## src/rtl/tcce_pkg.sv

```systemverilog
// Shared types, codes and defaults for the text console cursor engine.
package tcce_pkg;

  localparam int TAB_STOP_DEF    = 8;
  localparam int QUEUE_DEPTH_DEF = 2;

  // Input op codes
  localparam logic [2:0] OP_CHAR       = 3'd0;
  localparam logic [2:0] OP_SET_CURSOR = 3'd1;
  localparam logic [2:0] OP_ERASE_DISP = 3'd2;
  localparam logic [2:0] OP_ERASE_LINE = 3'd3;
  localparam logic [2:0] OP_CLEAR      = 3'd4;

  // Erase modes
  localparam logic [1:0] ERASE_TO_END   = 2'd0;
  localparam logic [1:0] ERASE_TO_START = 2'd1;
  localparam logic [1:0] ERASE_ALL      = 2'd2;

  // Result actions
  localparam logic [2:0] ACT_NONE         = 3'd0;
  localparam logic [2:0] ACT_DRAW         = 3'd1;
  localparam logic [2:0] ACT_CLEAR_CELL   = 3'd2;
  localparam logic [2:0] ACT_SCROLL       = 3'd3;
  localparam logic [2:0] ACT_CLEAR_RANGE  = 3'd4;
  localparam logic [2:0] ACT_CLEAR_SCREEN = 3'd5;

  // Character codes
  localparam logic [7:0] CH_BS        = 8'h08;
  localparam logic [7:0] CH_TAB       = 8'h09;
  localparam logic [7:0] CH_LF        = 8'h0A;
  localparam logic [7:0] CH_CR        = 8'h0D;
  localparam logic [7:0] CH_PRINT_LO  = 8'h20;
  localparam logic [7:0] CH_DEL       = 8'h7F;

  // Register indexes
  localparam logic [1:0] REG_COLUMNS = 2'd0;
  localparam logic [1:0] REG_ROWS    = 2'd1;
  localparam logic [1:0] REG_ENABLE  = 2'd2;

  localparam logic [8:0] COLUMNS_RST = 9'd80;
  localparam logic [8:0] ROWS_RST    = 9'd25;

  typedef struct packed {
    logic [2:0] op;
    logic [7:0] char_code;
    logic [7:0] target_col;
    logic [7:0] target_row;
    logic [1:0] erase_mode;
  } tcce_in_t;

  typedef struct packed {
    logic [2:0] action;
    logic [6:0] glyph;
    logic [7:0] cell_col;
    logic [7:0] cell_row;
    logic [7:0] end_col;
    logic [7:0] end_row;
    logic [7:0] cursor_col;
    logic [7:0] cursor_row;
    logic       last;
  } tcce_out_t;

  // Effective grid settings seen by the front end
  typedef struct packed {
    logic [7:0] last_col;
    logic [7:0] bottom_row;
    logic       enable;
  } tcce_cfg_t;

  // Queue entry: first result plus a flag for a trailing scroll
  typedef struct packed {
    tcce_out_t res;
    logic      scroll_after;
  } tcce_cmd_t;

endpackage

```

## src/rtl/tcce_front.sv

```systemverilog
// Front end: accepts items, updates the cursor and builds queue entries.
module tcce_front import tcce_pkg::*; #(
  parameter int TAB_STOP = TAB_STOP_DEF
) (
  input  logic      clk,
  input  logic      rst_n,
  input  tcce_cfg_t cfg,
  input  logic      accept,
  input  tcce_in_t  item,
  output tcce_cmd_t cmd
);

  localparam int TAB_RECIP = (65536 + TAB_STOP - 1) / TAB_STOP;

  logic [7:0]  col_r, row_r;
  logic [7:0]  col_nxt, row_nxt;
  logic [7:0]  col_c, row_c;
  logic        at_bottom_row;
  logic [7:0]  nl_row;
  logic [23:0] tab_prod;
  logic [7:0]  tab_q;
  logic [12:0] tab_wide;
  tcce_out_t   res;
  logic        two;

  // Clamp a cursor left outside a shrunk grid
  assign col_c = (col_r > cfg.last_col) ? cfg.last_col : col_r;
  assign row_c = (row_r > cfg.bottom_row) ? cfg.bottom_row : row_r;

  assign at_bottom_row = (row_c == cfg.bottom_row);
  assign nl_row        = at_bottom_row ? row_c : row_c + 8'd1;

  // Next tab stop: quotient by reciprocal, exact for 8-bit columns
  assign tab_prod = 24'(col_c) * 24'(TAB_RECIP);
  assign tab_q    = tab_prod[23:16];
  assign tab_wide = 13'((13'(tab_q) + 13'd1) * 13'(TAB_STOP));

  always_comb begin
    res        = '0;
    res.action = ACT_NONE;
    two        = 1'b0;
    col_nxt    = col_c;
    row_nxt    = row_c;
    case (item.op)
      OP_SET_CURSOR: begin
        col_nxt = (item.target_col > cfg.last_col) ? cfg.last_col : item.target_col;
        row_nxt = (item.target_row > cfg.bottom_row) ? cfg.bottom_row : item.target_row;
      end
      OP_CHAR: begin
        if (cfg.enable) begin
          case (item.char_code)
            CH_LF: begin
              col_nxt = 8'd0;
              row_nxt = nl_row;
              if (at_bottom_row) res.action = ACT_SCROLL;
            end
            CH_CR: begin
              col_nxt = 8'd0;
            end
            CH_TAB: begin
              if (tab_wide > 13'(cfg.last_col)) begin
                col_nxt = 8'd0;
                row_nxt = nl_row;
                if (at_bottom_row) res.action = ACT_SCROLL;
              end else begin
                col_nxt = tab_wide[7:0];
              end
            end
            CH_BS: begin
              if (col_c != 8'd0) begin
                col_nxt      = col_c - 8'd1;
                res.action   = ACT_CLEAR_CELL;
                res.cell_col = col_c - 8'd1;
                res.cell_row = row_c;
              end
            end
            default: begin
              if (item.char_code >= CH_PRINT_LO && item.char_code < CH_DEL) begin
                res.action   = ACT_DRAW;
                res.glyph    = item.char_code[6:0];
                res.cell_col = col_c;
                res.cell_row = row_c;
                if (col_c == cfg.last_col) begin
                  col_nxt = 8'd0;
                  row_nxt = nl_row;
                  two     = at_bottom_row;
                end else begin
                  col_nxt = col_c + 8'd1;
                end
              end
            end
          endcase
        end
      end
      OP_ERASE_DISP: begin
        if (cfg.enable) begin
          case (item.erase_mode)
            ERASE_ALL: begin
              res.action = ACT_CLEAR_SCREEN;
              col_nxt    = 8'd0;
              row_nxt    = 8'd0;
            end
            ERASE_TO_END: begin
              res.action   = ACT_CLEAR_RANGE;
              res.cell_col = col_c;
              res.cell_row = row_c;
              res.end_col  = cfg.last_col;
              res.end_row  = cfg.bottom_row;
            end
            ERASE_TO_START: begin
              res.action  = ACT_CLEAR_RANGE;
              res.end_col = col_c;
              res.end_row = row_c;
            end
            default: ;
          endcase
        end
      end
      OP_ERASE_LINE: begin
        if (cfg.enable) begin
          case (item.erase_mode)
            ERASE_ALL: begin
              res.action   = ACT_CLEAR_RANGE;
              res.cell_row = row_c;
              res.end_col  = cfg.last_col;
              res.end_row  = row_c;
            end
            ERASE_TO_END: begin
              res.action   = ACT_CLEAR_RANGE;
              res.cell_col = col_c;
              res.cell_row = row_c;
              res.end_col  = cfg.last_col;
              res.end_row  = row_c;
            end
            ERASE_TO_START: begin
              res.action   = ACT_CLEAR_RANGE;
              res.cell_row = row_c;
              res.end_col  = col_c;
              res.end_row  = row_c;
            end
            default: ;
          endcase
        end
      end
      OP_CLEAR: begin
        if (cfg.enable) begin
          res.action = ACT_CLEAR_SCREEN;
          col_nxt    = 8'd0;
          row_nxt    = 8'd0;
        end
      end
      default: ;
    endcase
    res.cursor_col = col_nxt;
    res.cursor_row = row_nxt;
    res.last       = 1'b1;
  end

  assign cmd.res          = res;
  assign cmd.scroll_after = two;

  always_ff @(posedge clk) begin
    if (!rst_n) begin
      col_r <= 8'd0;
      row_r <= 8'd0;
    end else if (accept) begin
      col_r <= col_nxt;
      row_r <= row_nxt;
    end
  end

endmodule

```

## src/rtl/tcce_queue.sv

```systemverilog
// Short FIFO of commands between the front and back ends.
module tcce_queue import tcce_pkg::*; #(
  parameter int DEPTH = QUEUE_DEPTH_DEF
) (
  input  logic      clk,
  input  logic      rst_n,
  input  logic      push,
  input  tcce_cmd_t push_data,
  output logic      full,
  input  logic      pop,
  output tcce_cmd_t head,
  output logic      empty
);

  localparam int PW = $clog2(DEPTH);
  localparam int CW = $clog2(DEPTH + 1);

  tcce_cmd_t       mem_r [DEPTH];
  logic [PW-1:0]   wr_ptr_r, rd_ptr_r;
  logic [CW-1:0]   count_r;

  assign full  = (count_r == CW'(DEPTH));
  assign empty = (count_r == '0);
  assign head  = mem_r[rd_ptr_r];

  always_ff @(posedge clk) begin
    if (push) mem_r[wr_ptr_r] <= push_data;
  end

  always_ff @(posedge clk) begin
    if (!rst_n) begin
      wr_ptr_r <= '0;
      rd_ptr_r <= '0;
      count_r  <= '0;
    end else begin
      if (push) wr_ptr_r <= (wr_ptr_r == PW'(DEPTH - 1)) ? '0 : wr_ptr_r + PW'(1);
      if (pop)  rd_ptr_r <= (rd_ptr_r == PW'(DEPTH - 1)) ? '0 : rd_ptr_r + PW'(1);
      case ({push, pop})
        2'b10:   count_r <= count_r + CW'(1);
        2'b01:   count_r <= count_r - CW'(1);
        default: ;
      endcase
    end
  end

endmodule

```

## src/rtl/tcce_back.sv

```systemverilog
// Back end: expands queued commands into results and holds the output register.
module tcce_back import tcce_pkg::*; (
  input  logic      clk,
  input  logic      rst_n,
  input  tcce_cmd_t head,
  input  logic      empty,
  output logic      pop,
  output logic      out_valid,
  input  logic      out_stall,
  output tcce_out_t out_data
);

  logic      out_valid_r, out_valid_nxt;
  tcce_out_t out_data_r, out_data_nxt;
  logic      half_r, half_nxt;
  logic      can_load;

  assign can_load = !out_valid_r || !out_stall;

  always_comb begin
    out_valid_nxt = out_valid_r;
    out_data_nxt  = out_data_r;
    half_nxt      = half_r;
    pop           = 1'b0;
    if (can_load) begin
      out_valid_nxt = !empty;
      if (!empty) begin
        if (head.scroll_after && !half_r) begin
          // draw first, keep the entry for the trailing scroll
          out_data_nxt      = head.res;
          out_data_nxt.last = 1'b0;
          half_nxt          = 1'b1;
        end else if (head.scroll_after) begin
          out_data_nxt            = '0;
          out_data_nxt.action     = ACT_SCROLL;
          out_data_nxt.cursor_col = head.res.cursor_col;
          out_data_nxt.cursor_row = head.res.cursor_row;
          out_data_nxt.last       = 1'b1;
          half_nxt                = 1'b0;
          pop                     = 1'b1;
        end else begin
          out_data_nxt = head.res;
          pop          = 1'b1;
        end
      end
    end
  end

  always_ff @(posedge clk) begin
    if (!rst_n) begin
      out_valid_r <= 1'b0;
      half_r      <= 1'b0;
    end else begin
      out_valid_r <= out_valid_nxt;
      half_r      <= half_nxt;
    end
    out_data_r <= out_data_nxt;
  end

  assign out_valid = out_valid_r;
  assign out_data  = out_data_r;

endmodule

```

## src/rtl/text_console_cursor_engine.sv

```systemverilog
// Text console cursor engine: takes one item per cycle when the internal queue has room and
// the output drains; each item is queued and gives one result through the output register,
// except a printable character that wraps on the last row, which gives a draw result and
// then a scroll result. in_stall rises only when the QUEUE_DEPTH-entry command queue between
// the cursor front end and the result back end is full. Grid sizes of 0 act as 1 and above
// 256 act as 256; the cursor is clamped to the grid at the start of every item. Registers:
// 0x0 columns, 0x4 rows, 0x8 enable.
module text_console_cursor_engine import tcce_pkg::*; #(
  parameter int TAB_STOP    = TAB_STOP_DEF,
  parameter int QUEUE_DEPTH = QUEUE_DEPTH_DEF
) (
  input  logic        clk,
  input  logic        rst_n,
  input  logic        in_valid,
  output logic        in_stall,
  input  tcce_in_t    in_data,
  output logic        out_valid,
  input  logic        out_stall,
  output tcce_out_t   out_data,
  input  logic        cfg_psel,
  input  logic        cfg_penable,
  input  logic        cfg_pwrite,
  input  logic [3:0]  cfg_paddr,
  input  logic [31:0] cfg_pwdata,
  output logic [31:0] cfg_prdata,
  output logic        cfg_pready
);

  logic [8:0] columns_r, rows_r;
  logic       enable_r;
  logic       wr_en;
  tcce_cfg_t  cfg;
  tcce_cmd_t  push_cmd, head;
  logic       q_full, q_empty, q_pop, accept;

  assign cfg_pready = 1'b1;
  assign wr_en      = cfg_psel && cfg_penable && cfg_pwrite && cfg_pready;

  always_ff @(posedge clk) begin
    if (!rst_n) begin
      columns_r <= COLUMNS_RST;
      rows_r    <= ROWS_RST;
      enable_r  <= 1'b0;
    end else if (wr_en) begin
      case (cfg_paddr[3:2])
        REG_COLUMNS: columns_r <= cfg_pwdata[8:0];
        REG_ROWS:    rows_r    <= cfg_pwdata[8:0];
        REG_ENABLE:  enable_r  <= cfg_pwdata[0];
        default: ;
      endcase
    end
  end

  always_comb begin
    case (cfg_paddr[3:2])
      REG_COLUMNS: cfg_prdata = {23'd0, columns_r};
      REG_ROWS:    cfg_prdata = {23'd0, rows_r};
      REG_ENABLE:  cfg_prdata = {31'd0, enable_r};
      default:     cfg_prdata = 32'd0;
    endcase
  end

  // Last valid column and row, with zero acting as one and sizes above 256 as 256
  always_comb begin
    if (columns_r == 9'd0)  cfg.last_col   = 8'd0;
    else if (columns_r[8])  cfg.last_col   = 8'hFF;
    else                    cfg.last_col   = 8'(columns_r - 9'd1);
    if (rows_r == 9'd0)     cfg.bottom_row = 8'd0;
    else if (rows_r[8])     cfg.bottom_row = 8'hFF;
    else                    cfg.bottom_row = 8'(rows_r - 9'd1);
    cfg.enable = enable_r;
  end

  assign in_stall = q_full;
  assign accept   = in_valid && !q_full;

  tcce_front #(.TAB_STOP(TAB_STOP)) u_front (
    .clk    (clk),
    .rst_n  (rst_n),
    .cfg    (cfg),
    .accept (accept),
    .item   (in_data),
    .cmd    (push_cmd)
  );

  tcce_queue #(.DEPTH(QUEUE_DEPTH)) u_queue (
    .clk       (clk),
    .rst_n     (rst_n),
    .push      (accept),
    .push_data (push_cmd),
    .full      (q_full),
    .pop       (q_pop),
    .head      (head),
    .empty     (q_empty)
  );

  tcce_back u_back (
    .clk       (clk),
    .rst_n     (rst_n),
    .head      (head),
    .empty     (q_empty),
    .pop       (q_pop),
    .out_valid (out_valid),
    .out_stall (out_stall),
    .out_data  (out_data)
  );

endmodule

```

## config.mk

```make
export PLATFORM = sky130hd
export DESIGN_NAME = text_console_cursor_engine
export DESIGN_NICKNAME = d
export VERILOG_FILES = /design/src/rtl/tcce_pkg.sv /design/src/rtl/tcce_front.sv /design/src/rtl/tcce_queue.sv /design/src/rtl/tcce_back.sv /design/src/rtl/text_console_cursor_engine.sv
export SDC_FILE = /design/constraint.sdc
export NUM_CORES = 1
export LEC_CHECK = 0
export BUFFER_PORTS_ARGS = -buffer_cell sky130_fd_sc_hd__buf_4
export CORE_AREA = 2 2 156 158
export DETAILED_ROUTE_END_ITERATION = 7
export DIE_AREA = 0 0 158 160
export PLACE_DENSITY = 0.75
export SLEW_MARGIN = 15
export SYNTH_ARGS = -nofsm -noshare
export SYNTH_HDL_FRONTEND = slang
export SYNTH_HIERARCHICAL = 1
export SYNTH_SLANG_ARGS = --single-unit
export TNS_END_PERCENT = 30
```

## constraint.sdc

```tcl
create_clock -name clk -period 6.6 [get_ports clk]
set_clock_uncertainty 0.05 [all_clocks]
set_input_delay 1.65 -clock clk [delete_from_list [all_inputs] [get_ports clk]]
set_output_delay 1.65 -clock clk [all_outputs]
set_load 0.02 [all_outputs]
```

==> results.sh <==
export IMPL_vias=9812
export IMPL_hp_class="register to register"
export IMPL_cts_tree="built"
export IMPL_rsz0062_at_grt="false"
export IMPL_coreArea_um2=23820
export IMPL_cts_resized=0
export IMPL_p_int_mw=3.674
export IMPL_setup_tns_ps=0
export IMPL_ys_warn_count=6
export IMPL_pwr_share_clk_pct=26.8
export IMPL_drtIter0Drc=785
export IMPL_power_leakage_nw=5.900
export IMPL_yosysUniqueCellTypes=95
export IMPL_synthCells=1170
export IMPL_synth_edff_count=179
export IMPL_layout_common_cells="edfxtp_1 (179), buf_4 (175), nor2_1 (86)"
export IMPL_die_h_um=160
export IMPL_fp_dieArea_um2=25280
export IMPL_syn_cell_area_um2=12720
export IMPL_startpoint_type="register"
export IMPL_worst_slew_pin_slew_ps=1060
export IMPL_gr_total_overflow=0
export IMPL_vias_per_cell=5.939
export IMPL_combPwrFrac_pct=34.5
export IMPL_dr_pass1_iters=5
export IMPL_end_kind="register"
export IMPL_n_fill_cell=1992
export IMPL_maxCapViolCount=0
export IMPL_multiInputGateArea_um2=5937
export IMPL_setup_viol=0
export IMPL_path_clk_slew_ps=60
export IMPL_syn_to_final_growth_pct=17.36
export IMPL_crit_required_ps=6810
export IMPL_ys_seq_area_share_pct=48.86
export IMPL_max_freq_mhz=162.9
export IMPL_port_buffers=116
export IMPL_vdd_drop_max_mv=0.3150
export IMPL_grt_max_degree=61
export IMPL_ant_nets=0
export IMPL_p_sw_mw=1.789
export IMPL_post_place_ws_ps=486.8
export IMPL_ctsHoldBuffers=0
export IMPL_power_density_nw_per_um2=365.9
export IMPL_grt_usage_pct=26.77
export IMPL_cts_made_buffers=23
export IMPL_place_hpwl_um=25070
export IMPL_outcome="finished clean"
export IMPL_synth_main_ff_cell="edfxtp_1"
export IMPL_seqPwrFrac_pct=38.7
export IMPL_io_pins=166
export IMPL_wl_per_cell_um=20.66
export IMPL_max_slew_margin_rel_pct=28.56
export IMPL_clockRootBuffer="clkbuf_16"
export IMPL_finalCritPeriodShare_pct=93.01
export IMPL_antenna_found_initial=0
export IMPL_initial_utilization_pct=53.40
export IMPL_drcViolationCount=0
export IMPL_grt_pass1_vias=9247
export IMPL_num_rows=57
export IMPL_grt_pass1_wl_um=52130
export IMPL_diodes=0
export IMPL_drive_above_1_share_pct=26.28
export IMPL_final_min_clock_period_ps=6138
export IMPL_slew_violations=0
export IMPL_clk_insertion_delay_late_ps=520
export IMPL_timing_final_ws_setup_ps=461.5
export IMPL_final_common_cell="edfxtp_1"
export IMPL_sw_frac_of_total_pct=32.75
export IMPL_crit_arrival_ps=6350
export IMPL_synthArstFlopShare_pct=0
export IMPL_power_total_mw=5.463
export IMPL_avgSynthCellArea_um2=10.87
export IMPL_clock_sinks=221
export IMPL_die_x_um=158
export IMPL_regArea_um2=6217
export IMPL_nets=1433
export IMPL_finalWeightedCongestion=0.9906
export IMPL_criticalPathCategory="register to register"
export IMPL_clockBufferDepth=3
export IMPL_postCtsSetupBuffers=0
export IMPL_synth_seq_cells=221
export IMPL_routed_wl_um=34130
export IMPL_htree_levels=1
export IMPL_cp_max_fo=6
export IMPL_finalHoldViolCount=0
==> cells by family (layout without fill, tap and decap cells) <==
group                      Yosys count  in the layout  synth area share (%)
adders and majority gates           50             50                 4.918
AOI/OAI and AO/OA                  266            266                 13.95
and+or+nand+nor                    351            351                 14.92
muxes                              110            110                 9.442
other                                3             25               0.08852
xor gates and xnor gates            36             36                 2.479
DFF                                221            221                 48.86
buffers and inverters              133            269                 5.341
==> worst paths after layout <==
path	slack, ps	end	start	depth (start not counted)
hold reg to reg	460	u_back/out_valid	u_back/out_valid	2
hold / removal	460	u_back/out_valid	u_back/out_valid	2
setup / recovery	460	u_queue/mem_r[1][7]	columns_r[1]	24
setup reg to reg	460	u_queue/mem_r[1][7]	columns_r[1]	24
==> worst max-delay path: stages (launching register included) <==
cell      delay, ps
dfxtp_1         400
inv_1           120
ha_1            190
nor3b_1         380
a21oi_1         140
or2_2           390
inv_1           160
ha_1            260
nor2b_1         140
o211ai_1        290
a211oi_2        140
nor2_2          290
o21ai_1         120
ha_1            250
buf_4           150
xnor2_1         220
ha_1            280
o21ai_0         150
o21bai_1         90
a21oi_1         160
a31oi_1         130
o31a_1          380
nor3_1          450
o31ai_1         210
or2_2           330
==> cells in the mapped netlist (6+ instances only) <==
| cell type | number | area [um2] |
|---|---|---|
| inv_1 | 51 | 191.4 |
| buf_4 | 27 | 202.7 |
| ha_1 | 50 | 625.6 |
| a21oi_1 | 69 | 345.3 |
| edfxtp_1 | 179 | 5375 |
| nor4_1 | 10 | 62.56 |
| a31oi_1 | 15 | 93.84 |
| nand2_1 | 75 | 281.5 |
| nor2b_1 | 9 | 56.30 |
| and2_1 | 21 | 131.4 |
| nand4_1 | 12 | 75.07 |
| nor3_1 | 22 | 110.1 |
| xor2_1 | 16 | 140.1 |
| a211oi_1 | 8 | 60.06 |
| a21o_1 | 10 | 75.07 |
| xnor2_1 | 20 | 175.2 |
| o211ai_1 | 15 | 112.6 |
| a22oi_1 | 13 | 97.59 |
| o21ai_0 | 46 | 230.2 |
| mux2_2 | 63 | 709.4 |
| o22ai_1 | 12 | 75.07 |
| and2_4 | 28 | 245.2 |
| and3_1 | 10 | 62.56 |
| mux2i_1 | 44 | 440.4 |
| buf_2 | 16 | 80.08 |
| a21boi_0 | 6 | 45.04 |
| nand3_1 | 25 | 125.1 |
| o31ai_1 | 9 | 67.56 |
| dfxtp_1 | 42 | 840.8 |
| nor2_1 | 87 | 326.6 |
| clkbuf_1 | 29 | 108.9 |
==> cell type report <==
type	count	share of cell area [%]
timing repair buffer	175	8.800
sequential	221	41.64
multi-input combinational	838	39.77
clock inverter	17	1.861
inverter	52	1.307
tap	324	2.715
clock buffer	25	3.905
==> through the flow <==
step | std cells | cell area (um2) | hold slack [ps] | utilization [%]
floorplan | 1192 | 12800 | 416.2 | -
global placement | 1610 | 14060 | 423.9 | 59.03
detailed placement | 1610 | 14060 | 459.0 | 59.03
CTS | 1652 | 14920 | 467.1 | 62.65
global route | 1652 | 14930 | 494.7 | 62.67
finish | 1652 | 14930 | 460.4 | 62.67
==> routing by layer <==
layer	part of all wire, %	track usage [%]	wire length, um
met1	44	38.37	15100
met2	46	41.66	15570
met3	7.0	4.369	2390
met4	3.1	8.559	1068
met5	0	0	0
==> registers in the layout, summed over array words and instances (netlist names), named ones only <==
name              count
enable_r              1
u_queue/count_r       2
columns_r             9
u_queue/rd_ptr_r      1
u_queue/wr_ptr_r      1
u_back/out_valid      1
u_back/half_r         1
u_front/col_r         8
u_back/out_data      59
rows_r                9
u_queue/mem_r       120
u_front/row_r         8
==> power groups by stage <==
stage               clock network (mW)  logic, mW  registers (mW)
global placement                     0       1.85            2.13
CTS                               1.49       1.88            2.12
floorplan                            0      0.971            2.38
detailed placement                   0       1.87            2.14
global route                      1.54       2.02            2.15
finish                            1.46       1.88            2.11
(Power assumes the default switching activity.)
